<file path="src/hw/rtl/mbpc_pkg.sv">
// Package for the multi-button press classifier: payload and config types,
// event codes, register indexes and controller states. No dependencies.
`default_nettype none

package mbpc_pkg;

    localparam int NUM_BUTTONS = 6;
    localparam int BTN_W       = 3;   // width of button_index

    // Event kinds
    localparam logic [2:0] EV_PRESS  = 3'd0;
    localparam logic [2:0] EV_SHORT  = 3'd1;
    localparam logic [2:0] EV_MEDIUM = 3'd2;
    localparam logic [2:0] EV_LONG   = 3'd3;
    localparam logic [2:0] EV_CANCEL = 3'd4;
    localparam logic [2:0] EV_REPEAT = 3'd5;

    // Configuration register indexes
    localparam logic [2:0] CFG_POLL_INTERVAL = 3'd0;
    localparam logic [2:0] CFG_DEBOUNCE      = 3'd1;
    localparam logic [2:0] CFG_SHORT_MAX     = 3'd2;
    localparam logic [2:0] CFG_MEDIUM_MAX    = 3'd3;
    localparam logic [2:0] CFG_RELEASE_MASK  = 3'd4;
    localparam logic [2:0] CFG_REPEAT_MASK   = 3'd5;
    localparam logic [2:0] CFG_REPEAT_IVL    = 3'd6;
    localparam logic [2:0] CFG_INJECT_HOLD   = 3'd7;

    // Configuration reset values
    localparam logic [15:0]            RST_POLL_INTERVAL = 16'd10;
    localparam logic [7:0]             RST_DEBOUNCE      = 8'd20;
    localparam logic [15:0]            RST_SHORT_MAX     = 16'd500;
    localparam logic [15:0]            RST_MEDIUM_MAX    = 16'd1500;
    localparam logic [NUM_BUTTONS-1:0] RST_RELEASE_MASK  = NUM_BUTTONS'(25);
    localparam logic [NUM_BUTTONS-1:0] RST_REPEAT_MASK   = '0;
    localparam logic [15:0]            RST_REPEAT_IVL    = 16'd120;
    localparam logic [15:0]            RST_INJECT_HOLD   = 16'd250;

    typedef struct packed {
        logic [NUM_BUTTONS-1:0] raw_levels;
        logic [31:0]            time_ms;
        logic [NUM_BUTTONS-1:0] active_match_mask;
    } t_in;

    typedef struct packed {
        logic [BTN_W-1:0] button_index;
        logic [2:0]       event_kind;
        logic [15:0]      hold_time_ms;
        logic [31:0]      press_len_ms;
        logic             last_event;
    } t_out;

    typedef struct packed {
        logic [15:0]            poll_interval_ms;
        logic [7:0]             debounce_ms;
        logic [15:0]            short_max_ms;
        logic [15:0]            medium_max_ms;
        logic [NUM_BUTTONS-1:0] release_class_mask;
        logic [NUM_BUTTONS-1:0] repeat_mask;
        logic [15:0]            repeat_interval_ms;
        logic [15:0]            inject_hold_ms;
    } t_cfg;

    // Controller to datapath
    typedef struct packed {
        logic             load;   // capture the incoming request
        logic             poll;   // poll interval check
        logic             deb;    // debounce step for button idx
        logic             rep;    // repeat step for button idx
        logic             flush;  // send the held event as the last one
        logic [BTN_W-1:0] idx;
    } t_cmd;

    // Datapath to controller
    typedef struct packed {
        logic too_soon;    // request came before the poll interval passed
        logic can_step;    // an event produced now has room to go
        logic pend_valid;  // an event waits to be sent
    } t_sts;

    typedef enum logic [2:0] {
        S_IDLE,
        S_POLL,
        S_DEB,
        S_REP,
        S_FLUSH
    } t_state;

endpackage

`default_nettype wire

</file>
<file path="src/hw/rtl/multi_button_press_classifier.sv">
// Top level of the multi-button press classifier (debounce, release classes,
// hold repeat). Depends on mbpc_pkg, mbpc_cfg, mbpc_ctrl and mbpc_dp.
// A polled request walks capture, poll check, six debounce and six repeat steps and
// flush; an early one ends after the poll check. No new request is taken until the walk ends.
// Results leave through the output register; an output stall holds the walk.
// Reset (synchronous, active low) restores config defaults and clears control, per-button and valid state.
`default_nettype none

module multi_button_press_classifier
    import mbpc_pkg::*;
(
    input  wire logic        i_clk,
    input  wire logic        i_rst_n,
    input  wire logic        i_in_valid,
    output logic             o_in_stall,
    input  wire t_in         i_in_data,
    output logic             o_out_valid,
    input  wire logic        i_out_stall,
    output t_out             o_out_data,
    input  wire logic        i_cfg_we,
    input  wire logic [2:0]  i_cfg_idx,
    input  wire logic [15:0] i_cfg_data
);

    t_cfg cfg;
    t_cmd cmd;
    t_sts sts;

    mbpc_cfg u_cfg (
        .i_clk      (i_clk),
        .i_rst_n    (i_rst_n),
        .i_cfg_we   (i_cfg_we),
        .i_cfg_idx  (i_cfg_idx),
        .i_cfg_data (i_cfg_data),
        .o_cfg      (cfg)
    );

    mbpc_ctrl u_ctrl (
        .i_clk      (i_clk),
        .i_rst_n    (i_rst_n),
        .i_in_valid (i_in_valid),
        .o_in_stall (o_in_stall),
        .i_sts      (sts),
        .o_cmd      (cmd)
    );

    mbpc_dp u_dp (
        .i_clk       (i_clk),
        .i_rst_n     (i_rst_n),
        .i_in_data   (i_in_data),
        .i_cfg       (cfg),
        .i_cmd       (cmd),
        .o_sts       (sts),
        .o_out_valid (o_out_valid),
        .i_out_stall (i_out_stall),
        .o_out_data  (o_out_data)
    );

endmodule

`default_nettype wire

</file>
<file path="src/hw/rtl/mbpc_cfg.sv">
// Configuration register file of the press classifier.
// Depends on mbpc_pkg.
`default_nettype none

module mbpc_cfg
    import mbpc_pkg::*;
(
    input  wire logic        i_clk,
    input  wire logic        i_rst_n,
    input  wire logic        i_cfg_we,
    input  wire logic [2:0]  i_cfg_idx,
    input  wire logic [15:0] i_cfg_data,
    output t_cfg             o_cfg
);

    t_cfg r_cfg;

    // Register writes, masked to each register's width
    always_ff @(posedge i_clk) begin
        if (!i_rst_n) begin
            r_cfg.poll_interval_ms   <= RST_POLL_INTERVAL;
            r_cfg.debounce_ms        <= RST_DEBOUNCE;
            r_cfg.short_max_ms       <= RST_SHORT_MAX;
            r_cfg.medium_max_ms      <= RST_MEDIUM_MAX;
            r_cfg.release_class_mask <= RST_RELEASE_MASK;
            r_cfg.repeat_mask        <= RST_REPEAT_MASK;
            r_cfg.repeat_interval_ms <= RST_REPEAT_IVL;
            r_cfg.inject_hold_ms     <= RST_INJECT_HOLD;
        end else if (i_cfg_we) begin
            unique case (i_cfg_idx)
                CFG_POLL_INTERVAL: r_cfg.poll_interval_ms   <= i_cfg_data;
                CFG_DEBOUNCE:      r_cfg.debounce_ms        <= i_cfg_data[7:0];
                CFG_SHORT_MAX:     r_cfg.short_max_ms       <= i_cfg_data;
                CFG_MEDIUM_MAX:    r_cfg.medium_max_ms      <= i_cfg_data;
                CFG_RELEASE_MASK:  r_cfg.release_class_mask <= i_cfg_data[NUM_BUTTONS-1:0];
                CFG_REPEAT_MASK:   r_cfg.repeat_mask        <= i_cfg_data[NUM_BUTTONS-1:0];
                CFG_REPEAT_IVL:    r_cfg.repeat_interval_ms <= i_cfg_data;
                CFG_INJECT_HOLD:   r_cfg.inject_hold_ms     <= i_cfg_data;
                default:           r_cfg.inject_hold_ms     <= r_cfg.inject_hold_ms;
            endcase
        end
    end

    assign o_cfg = r_cfg;

endmodule

`default_nettype wire

</file>
<file path="src/hw/rtl/mbpc_ctrl.sv">
// Controller of the press classifier: sequences poll check, debounce walk,
// repeat walk and final flush. Depends on mbpc_pkg.
`default_nettype none

module mbpc_ctrl
    import mbpc_pkg::*;
(
    input  wire logic i_clk,
    input  wire logic i_rst_n,
    input  wire logic i_in_valid,
    output logic      o_in_stall,
    input  wire t_sts i_sts,
    output t_cmd      o_cmd
);

    localparam logic [BTN_W-1:0] LAST_IDX = BTN_W'(NUM_BUTTONS - 1);

    t_state           r_state, n_state;
    logic [BTN_W-1:0] r_idx, n_idx;

    // State and button counter
    always_ff @(posedge i_clk) begin
        if (!i_rst_n) begin
            r_state <= S_IDLE;
            r_idx   <= '0;
        end else begin
            r_state <= n_state;
            r_idx   <= n_idx;
        end
    end

    // Next state and commands
    always_comb begin
        n_state   = r_state;
        n_idx     = r_idx;
        o_cmd     = '0;
        o_cmd.idx = r_idx;
        unique case (r_state)
            S_IDLE: begin
                if (i_in_valid) begin
                    o_cmd.load = 1'b1;
                    n_state    = S_POLL;
                end
            end
            S_POLL: begin
                o_cmd.poll = 1'b1;
                n_idx      = '0;
                n_state    = i_sts.too_soon ? S_IDLE : S_DEB;
            end
            S_DEB: begin
                if (i_sts.can_step) begin
                    o_cmd.deb = 1'b1;
                    if (r_idx == LAST_IDX) begin
                        n_idx   = '0;
                        n_state = S_REP;
                    end else begin
                        n_idx = r_idx + 1'b1;
                    end
                end
            end
            S_REP: begin
                if (i_sts.can_step) begin
                    o_cmd.rep = 1'b1;
                    if (r_idx == LAST_IDX) begin
                        n_idx   = '0;
                        n_state = S_FLUSH;
                    end else begin
                        n_idx = r_idx + 1'b1;
                    end
                end
            end
            S_FLUSH: begin
                if (!i_sts.pend_valid) begin
                    n_state = S_IDLE;
                end else if (i_sts.can_step) begin
                    o_cmd.flush = 1'b1;
                    n_state     = S_IDLE;
                end
            end
            default: begin
                n_state = S_IDLE;
            end
        endcase
    end

    assign o_in_stall = (r_state != S_IDLE);

endmodule

`default_nettype wire

</file>
<file path="src/hw/rtl/mbpc_dp.sv">
// Datapath of the press classifier: sample capture, per-button state,
// event build, held event and output register. Depends on mbpc_pkg.
`default_nettype none

module mbpc_dp
    import mbpc_pkg::*;
(
    input  wire logic i_clk,
    input  wire logic i_rst_n,
    input  wire t_in  i_in_data,
    input  wire t_cfg i_cfg,
    input  wire t_cmd i_cmd,
    output t_sts      o_sts,
    output logic      o_out_valid,
    input  wire logic i_out_stall,
    output t_out      o_out_data
);

    // Captured request
    logic [NUM_BUTTONS-1:0] r_raw;
    logic [31:0]            r_now;
    logic [NUM_BUTTONS-1:0] r_active;

    // Per-button state
    logic [31:0]            r_last_poll;
    logic [NUM_BUTTONS-1:0] r_raw_seen;
    logic [NUM_BUTTONS-1:0] r_stable;
    logic [31:0]            r_change_time [NUM_BUTTONS];
    logic [31:0]            r_press_start [NUM_BUTTONS];
    logic [31:0]            r_last_emit   [NUM_BUTTONS];

    // Held event and output register
    logic r_pend_valid;
    t_out r_pend;
    logic r_out_valid;
    t_out r_out;

    logic [BTN_W-1:0] b;
    logic             lvl;
    logic [31:0]      ct_eff;
    logic [31:0]      deb_diff;
    logic             held_ok;
    logic             do_change;
    logic [31:0]      dur;
    logic [31:0]      rep_diff;
    logic             rep_hit;
    logic             ev_valid;
    t_out             ev;
    logic             le_wr;
    logic [31:0]      le_val;
    logic             out_free;
    logic             push;
    t_out             push_ev;

    assign b        = i_cmd.idx;
    assign out_free = !r_out_valid || !i_out_stall;
    assign push     = (ev_valid && r_pend_valid) || i_cmd.flush;

    // Debounce and repeat decisions for the selected button
    always_comb begin
        lvl       = r_raw[b];
        ct_eff    = (lvl != r_raw_seen[b]) ? r_now : r_change_time[b];
        deb_diff  = r_now - ct_eff;
        held_ok   = (i_cfg.debounce_ms == '0) || (deb_diff >= {24'd0, i_cfg.debounce_ms});
        do_change = (lvl != r_stable[b]) && held_ok;
        dur       = (r_press_start[b] == '0) ? '0 : (r_now - r_press_start[b]);
        rep_diff  = r_now - r_last_emit[b];
        rep_hit   = r_stable[b] && i_cfg.repeat_mask[b]
                    && (rep_diff >= {16'd0, i_cfg.repeat_interval_ms});
    end

    // Event build
    always_comb begin
        ev_valid        = 1'b0;
        le_wr           = 1'b0;
        le_val          = r_now;
        ev.button_index = b;
        ev.event_kind   = EV_PRESS;
        ev.hold_time_ms = i_cfg.inject_hold_ms;
        ev.press_len_ms = '0;
        ev.last_event   = 1'b0;
        if (i_cmd.deb && do_change) begin
            if (lvl) begin
                if (!i_cfg.release_class_mask[b]) begin
                    ev_valid = 1'b1;
                    le_wr    = 1'b1;
                end
            end else if (i_cfg.release_class_mask[b]) begin
                ev_valid        = 1'b1;
                le_wr           = 1'b1;
                ev.press_len_ms = dur;
                priority if (dur < {16'd0, i_cfg.short_max_ms}) begin
                    ev.event_kind = EV_SHORT;
                end else if (dur < {16'd0, i_cfg.medium_max_ms}) begin
                    ev.event_kind = EV_MEDIUM;
                end else begin
                    ev.event_kind = EV_LONG;
                end
            end else if (r_active[b]) begin
                ev_valid        = 1'b1;
                le_wr           = 1'b1;
                le_val          = '0;
                ev.event_kind   = EV_CANCEL;
                ev.hold_time_ms = '0;
            end
        end else if (i_cmd.rep && rep_hit) begin
            ev_valid      = 1'b1;
            le_wr         = 1'b1;
            ev.event_kind = EV_REPEAT;
        end
    end

    // Next output register content: the held event, marked last on flush
    always_comb begin
        push_ev            = r_pend;
        push_ev.last_event = i_cmd.flush;
    end

    // Request capture
    always_ff @(posedge i_clk) begin
        if (i_cmd.load) begin
            r_raw    <= i_in_data.raw_levels;
            r_now    <= i_in_data.time_ms;
            r_active <= i_in_data.active_match_mask;
        end
    end

    // Poll time and per-button state
    always_ff @(posedge i_clk) begin
        if (!i_rst_n) begin
            r_last_poll <= '0;
            r_raw_seen  <= '0;
            r_stable    <= '0;
            for (int k = 0; k < NUM_BUTTONS; k++) begin
                r_change_time[k] <= '0;
                r_press_start[k] <= '0;
                r_last_emit[k]   <= '0;
            end
        end else begin
            if (i_cmd.poll && !o_sts.too_soon) begin
                r_last_poll <= r_now;
            end
            if (i_cmd.deb) begin
                r_raw_seen[b]    <= lvl;
                r_change_time[b] <= ct_eff;
                if (do_change) begin
                    r_stable[b]      <= lvl;
                    r_press_start[b] <= lvl ? r_now : '0;
                end
            end
            if (le_wr) begin
                r_last_emit[b] <= le_val;
            end
        end
    end

    // Held event and output register control
    always_ff @(posedge i_clk) begin
        if (!i_rst_n) begin
            r_pend_valid <= 1'b0;
            r_out_valid  <= 1'b0;
        end else begin
            if (ev_valid) begin
                r_pend_valid <= 1'b1;
            end else if (i_cmd.flush) begin
                r_pend_valid <= 1'b0;
            end
            if (push) begin
                r_out_valid <= 1'b1;
            end else if (out_free) begin
                r_out_valid <= 1'b0;
            end
        end
    end

    // Held event and output register payload
    always_ff @(posedge i_clk) begin
        if (ev_valid) begin
            r_pend <= ev;
        end
        if (push) begin
            r_out <= push_ev;
        end
    end

    assign o_sts.too_soon   = (r_now - r_last_poll) < {16'd0, i_cfg.poll_interval_ms};
    assign o_sts.can_step   = !r_pend_valid || out_free;
    assign o_sts.pend_valid = r_pend_valid;

    assign o_out_valid = r_out_valid;
    assign o_out_data  = r_out;

endmodule

`default_nettype wire

</file>
<file path="config.mk">
export PLATFORM = sky130hd
export DESIGN_NAME = multi_button_press_classifier
export DESIGN_NICKNAME = d
export VERILOG_FILES = /design/src/hw/rtl/mbpc_pkg.sv /design/src/hw/rtl/multi_button_press_classifier.sv /design/src/hw/rtl/mbpc_cfg.sv /design/src/hw/rtl/mbpc_ctrl.sv /design/src/hw/rtl/mbpc_dp.sv
export SDC_FILE = /design/constraint.sdc
export NUM_CORES = 2
export LEC_CHECK = 0
export BUFFER_PORTS_ARGS = -buffer_cell sky130_fd_sc_hd__buf_4
export CAP_MARGIN = 20
export CORE_MARGIN = 2
export CORE_UTILIZATION = 33
export CTS_BUF_LIST = sky130_fd_sc_hd__clkbuf_8
export DETAILED_ROUTE_END_ITERATION = 7
export SLEW_MARGIN = 20
export SYNTH_ARGS = -nofsm -noshare
export SYNTH_HDL_FRONTEND = slang
export SYNTH_SLANG_ARGS = --single-unit
export TNS_END_PERCENT = 5
</file>
<file path="constraint.sdc">
create_clock -name i_clk -period 17 [get_ports i_clk]
set_clock_uncertainty 0.05 [all_clocks]
set_input_delay 0.85 -clock i_clk [delete_from_list [all_inputs] [get_ports i_clk]]
set_output_delay 0.85 -clock i_clk [all_outputs]
set_load 0.01 [all_outputs]
</file>
==> out/summary.txt <==
Die area: 164000 sq um
Unique masters post-synth: 94
VDD IR-drop max: 0.0000696 V
Die Height: 405 microns
Critical Path RT: 17.53 ns
H-tree depth: 4
RSZ-0062 raised after global routing: false
Placed cells: 6497
Initial core utilization: 33.1%
CTS tree: done
#FFs+latches synth: 1076
Hold WC Path Type: in -> reg
CP Capture Type: flip-flop
Sum Neg Setup Slack: 0 ns
First-pass DRT Iterations: 5
Skew-Pair Late Insertion Delay: 0.91 ns
Routed WL: 161000 microns
Register area: 30800 sq um
Maximum Capacitance Violations: 0
Max Root-Sink Buffers: 3
Setup crit start kind: flip-flop
Initial antenna violation count: 7
Post-synth EDFFs: 921
Layout cells sized above 1: 15.0%
Vias in the first global route: 36300
Largest cells by area after synthesis: edfxtp_1 (52%), mux4_2 (8.2%), dfxtp_1 (5.9%), ha_1 (4.5%), nor3_1 (3.5%)
Average vias per placed instance: 5.36
Worst slew pin tran: 1.10 ns
Tot GR Track Use: 19.4%
Count of pins over their slew limit: 0
Final Hold Vio Count: 0
Postcts setup bufs: 0
Post-route DRC: 0
Static Leak: 22.1 nW
CTS Root Cell: clkbuf_8
Ys Warns: 0
Critical Path AT: 11.05 ns
Post-layout net count: 4881
Mapped Area: 53000 sq um
Num ports: 125
Critical path type: reg -> reg
Clock Sinks: 1076
Run status: completed
Post-DR wirelength/cell: 23.5 microns
Clk slew on worst S/H paths: 0.06 ns
Cell Pwr Density: 107 nW/um^2
Crit path max fanout: 105
Core area: 160000 sq um
Cells after Synth: 4314
Final Cell Area: 60500 sq um
PnR worst setup slack: 6.48 ns
Post_cts resized: 0
Critical path's largest stage delay: 0.94 ns
Row Count: 147
Slew margin rel.: 26.7%
Final period utilization: 61.9%
Max Fclk: 95.0 MHz
Tmin final: 10.52 ns
Post-synth ARST share: 0%
Most common cell after layout, fill and taps aside: edfxtp_1
Filler cells: 15400
Area leader, netlist: edfxtp_1
Cts hold-fix bufs: 27
Synth Flop Type: edfxtp_1
Vias: 36800
Multi-input logic area: 21100 sq um
Inserted Clock Buffers: 176
Commonest non-fill, non-tap cells in the layout: edfxtp_1 (921), nor2_1 (449), nor3_1 (365)
Port bufs: 124
WP buf/inv: 6
Final setup fails: 0
Avg Inst Size Synth: 12.3 sq um
Largest net degree at the start of global routing: 193
Area Overhead vs Synth: 14.3%
DRT iter0 DRCs: 3768
Post-synth top area share: 52.2%
HPWL reported at the end of detailed placement: 102000 microns
Placed cell area: 56800 sq um
First-pass GRT wire length: 235000 microns
Die width: 405 microns
RD Place Congestion: 0.943
Finished Layout Cells: 6857
Final core occ: 37.8%
Worst slack, placed: 6.71 ns
Detail Route Antenna Nets: 0
Final hold slack: 0.0991 ns
Crit-path leading delay family: buffers and inverters
Post-synthesis sequential area ratio: 58.1%
CP max-delay cell: buf_4
Grt ovf: 0
Total power: 6.49 mW
## cell usage after synthesis (all sizes together), types with 19 or more instances
cell type    n
edfxtp     921
nor2       452
nor3       368
nand2      343
a21oi      249
mux4       193
inv        192
ha         191
clkbuf     158
dfxtp      155
mux2i      148
o21ai      113
buf         88
a21o        61
xnor2       59
and2        51
nand3       50
nand4       40
o211ai      39
nor2b       37
and3        36
nor4        30
xor2        26
nand2b      24
o21a        22
o21bai      22
a31oi       20
or3         19
## registers in the layout, indices dropped and copies added, names as in the netlist, 32 cells and up, named ones only
name and count:
u_dp.r_last_poll 32, u_dp.push_ev 54, u_dp.o_out_data 55, u_dp.r_press_start 256, u_cfg.o_cfg 100, u_dp.r_change_time 256, u_dp.r_now 32, u_dp.r_last_emit 256
## per-layer routing
metal	GRT usage, %	vias to the layer above	share of wire (%)
met1	25.3	18300	41
met4	8.43	6	4.0
li1	-	16800	-
met5	0	-	0.020
met2	31.1	1463	47
met3	4.09	276	8.0
## area by class of cell
class / count / share of cell area, %
clock buffer: 188 / 4.27
sequential: 1076 / 50.8
inverter: 194 / 1.21
timing repair buffer: 245 / 3.24
tap: 2086 / 4.31
multi-input combinational: 2925 / 34.9
clock inverter: 138 / 1.24
antenna: 5 / 0.0207
## worst register-to-register path, delay by kind of cell, from the launching register on
family          cells  cell delay [ns]
flops               1             0.77
simple gates       10             2.78
fa+ha+maj           2             0.71
compound gates     12             2.66
buf+inv             6             2.85
xor+xnor            2             0.41
## final timing paths
| check | start | endpoint | slack [ns] | depth (start not counted) |
|---|---|---|---|---|
| setup / recovery | u_ctrl.r_idx[2] | u_dp.r_last_emit[5][9] | 6.48 | 32 |
| hold / removal | i_in_data[28] | u_dp.r_now[22] | 0.1 | 1 |
| setup reg to reg | u_ctrl.r_idx[2] | u_dp.r_last_emit[5][9] | 6.48 | 32 |
| hold reg to reg | u_dp.push_ev[2] | u_dp.o_out_data[2] | 0.35 | 0 |
## where the power goes
part	internal [mW]	leakage [nW]	switching [mW]	total, mW
Clock	1.09	1.93	1.08	2.17
Sequential	2.96	10.6	0.0382	3.00
Combinational	0.466	9.57	0.857	1.32
Total	4.52	22.1	1.98	6.49
## cell families (layout without fill, tap and decap cells)
family                     after synthesis  count (layout)  share of synthesized area (%)
adders and majority gates              196             196                           4.68
buffers and inverters                  440             765                           3.49
AOI/OAI and AO/OA                      683             683                           8.27
other                                    1             133                        0.00708
DFF                                   1076            1076                           58.1
muxes                                  345             345                           11.1
xor gates and xnor gates                85              85                           1.42
and+or+nand+nor                       1488            1488                           13.0
Power figures use the tool's default switching activity.
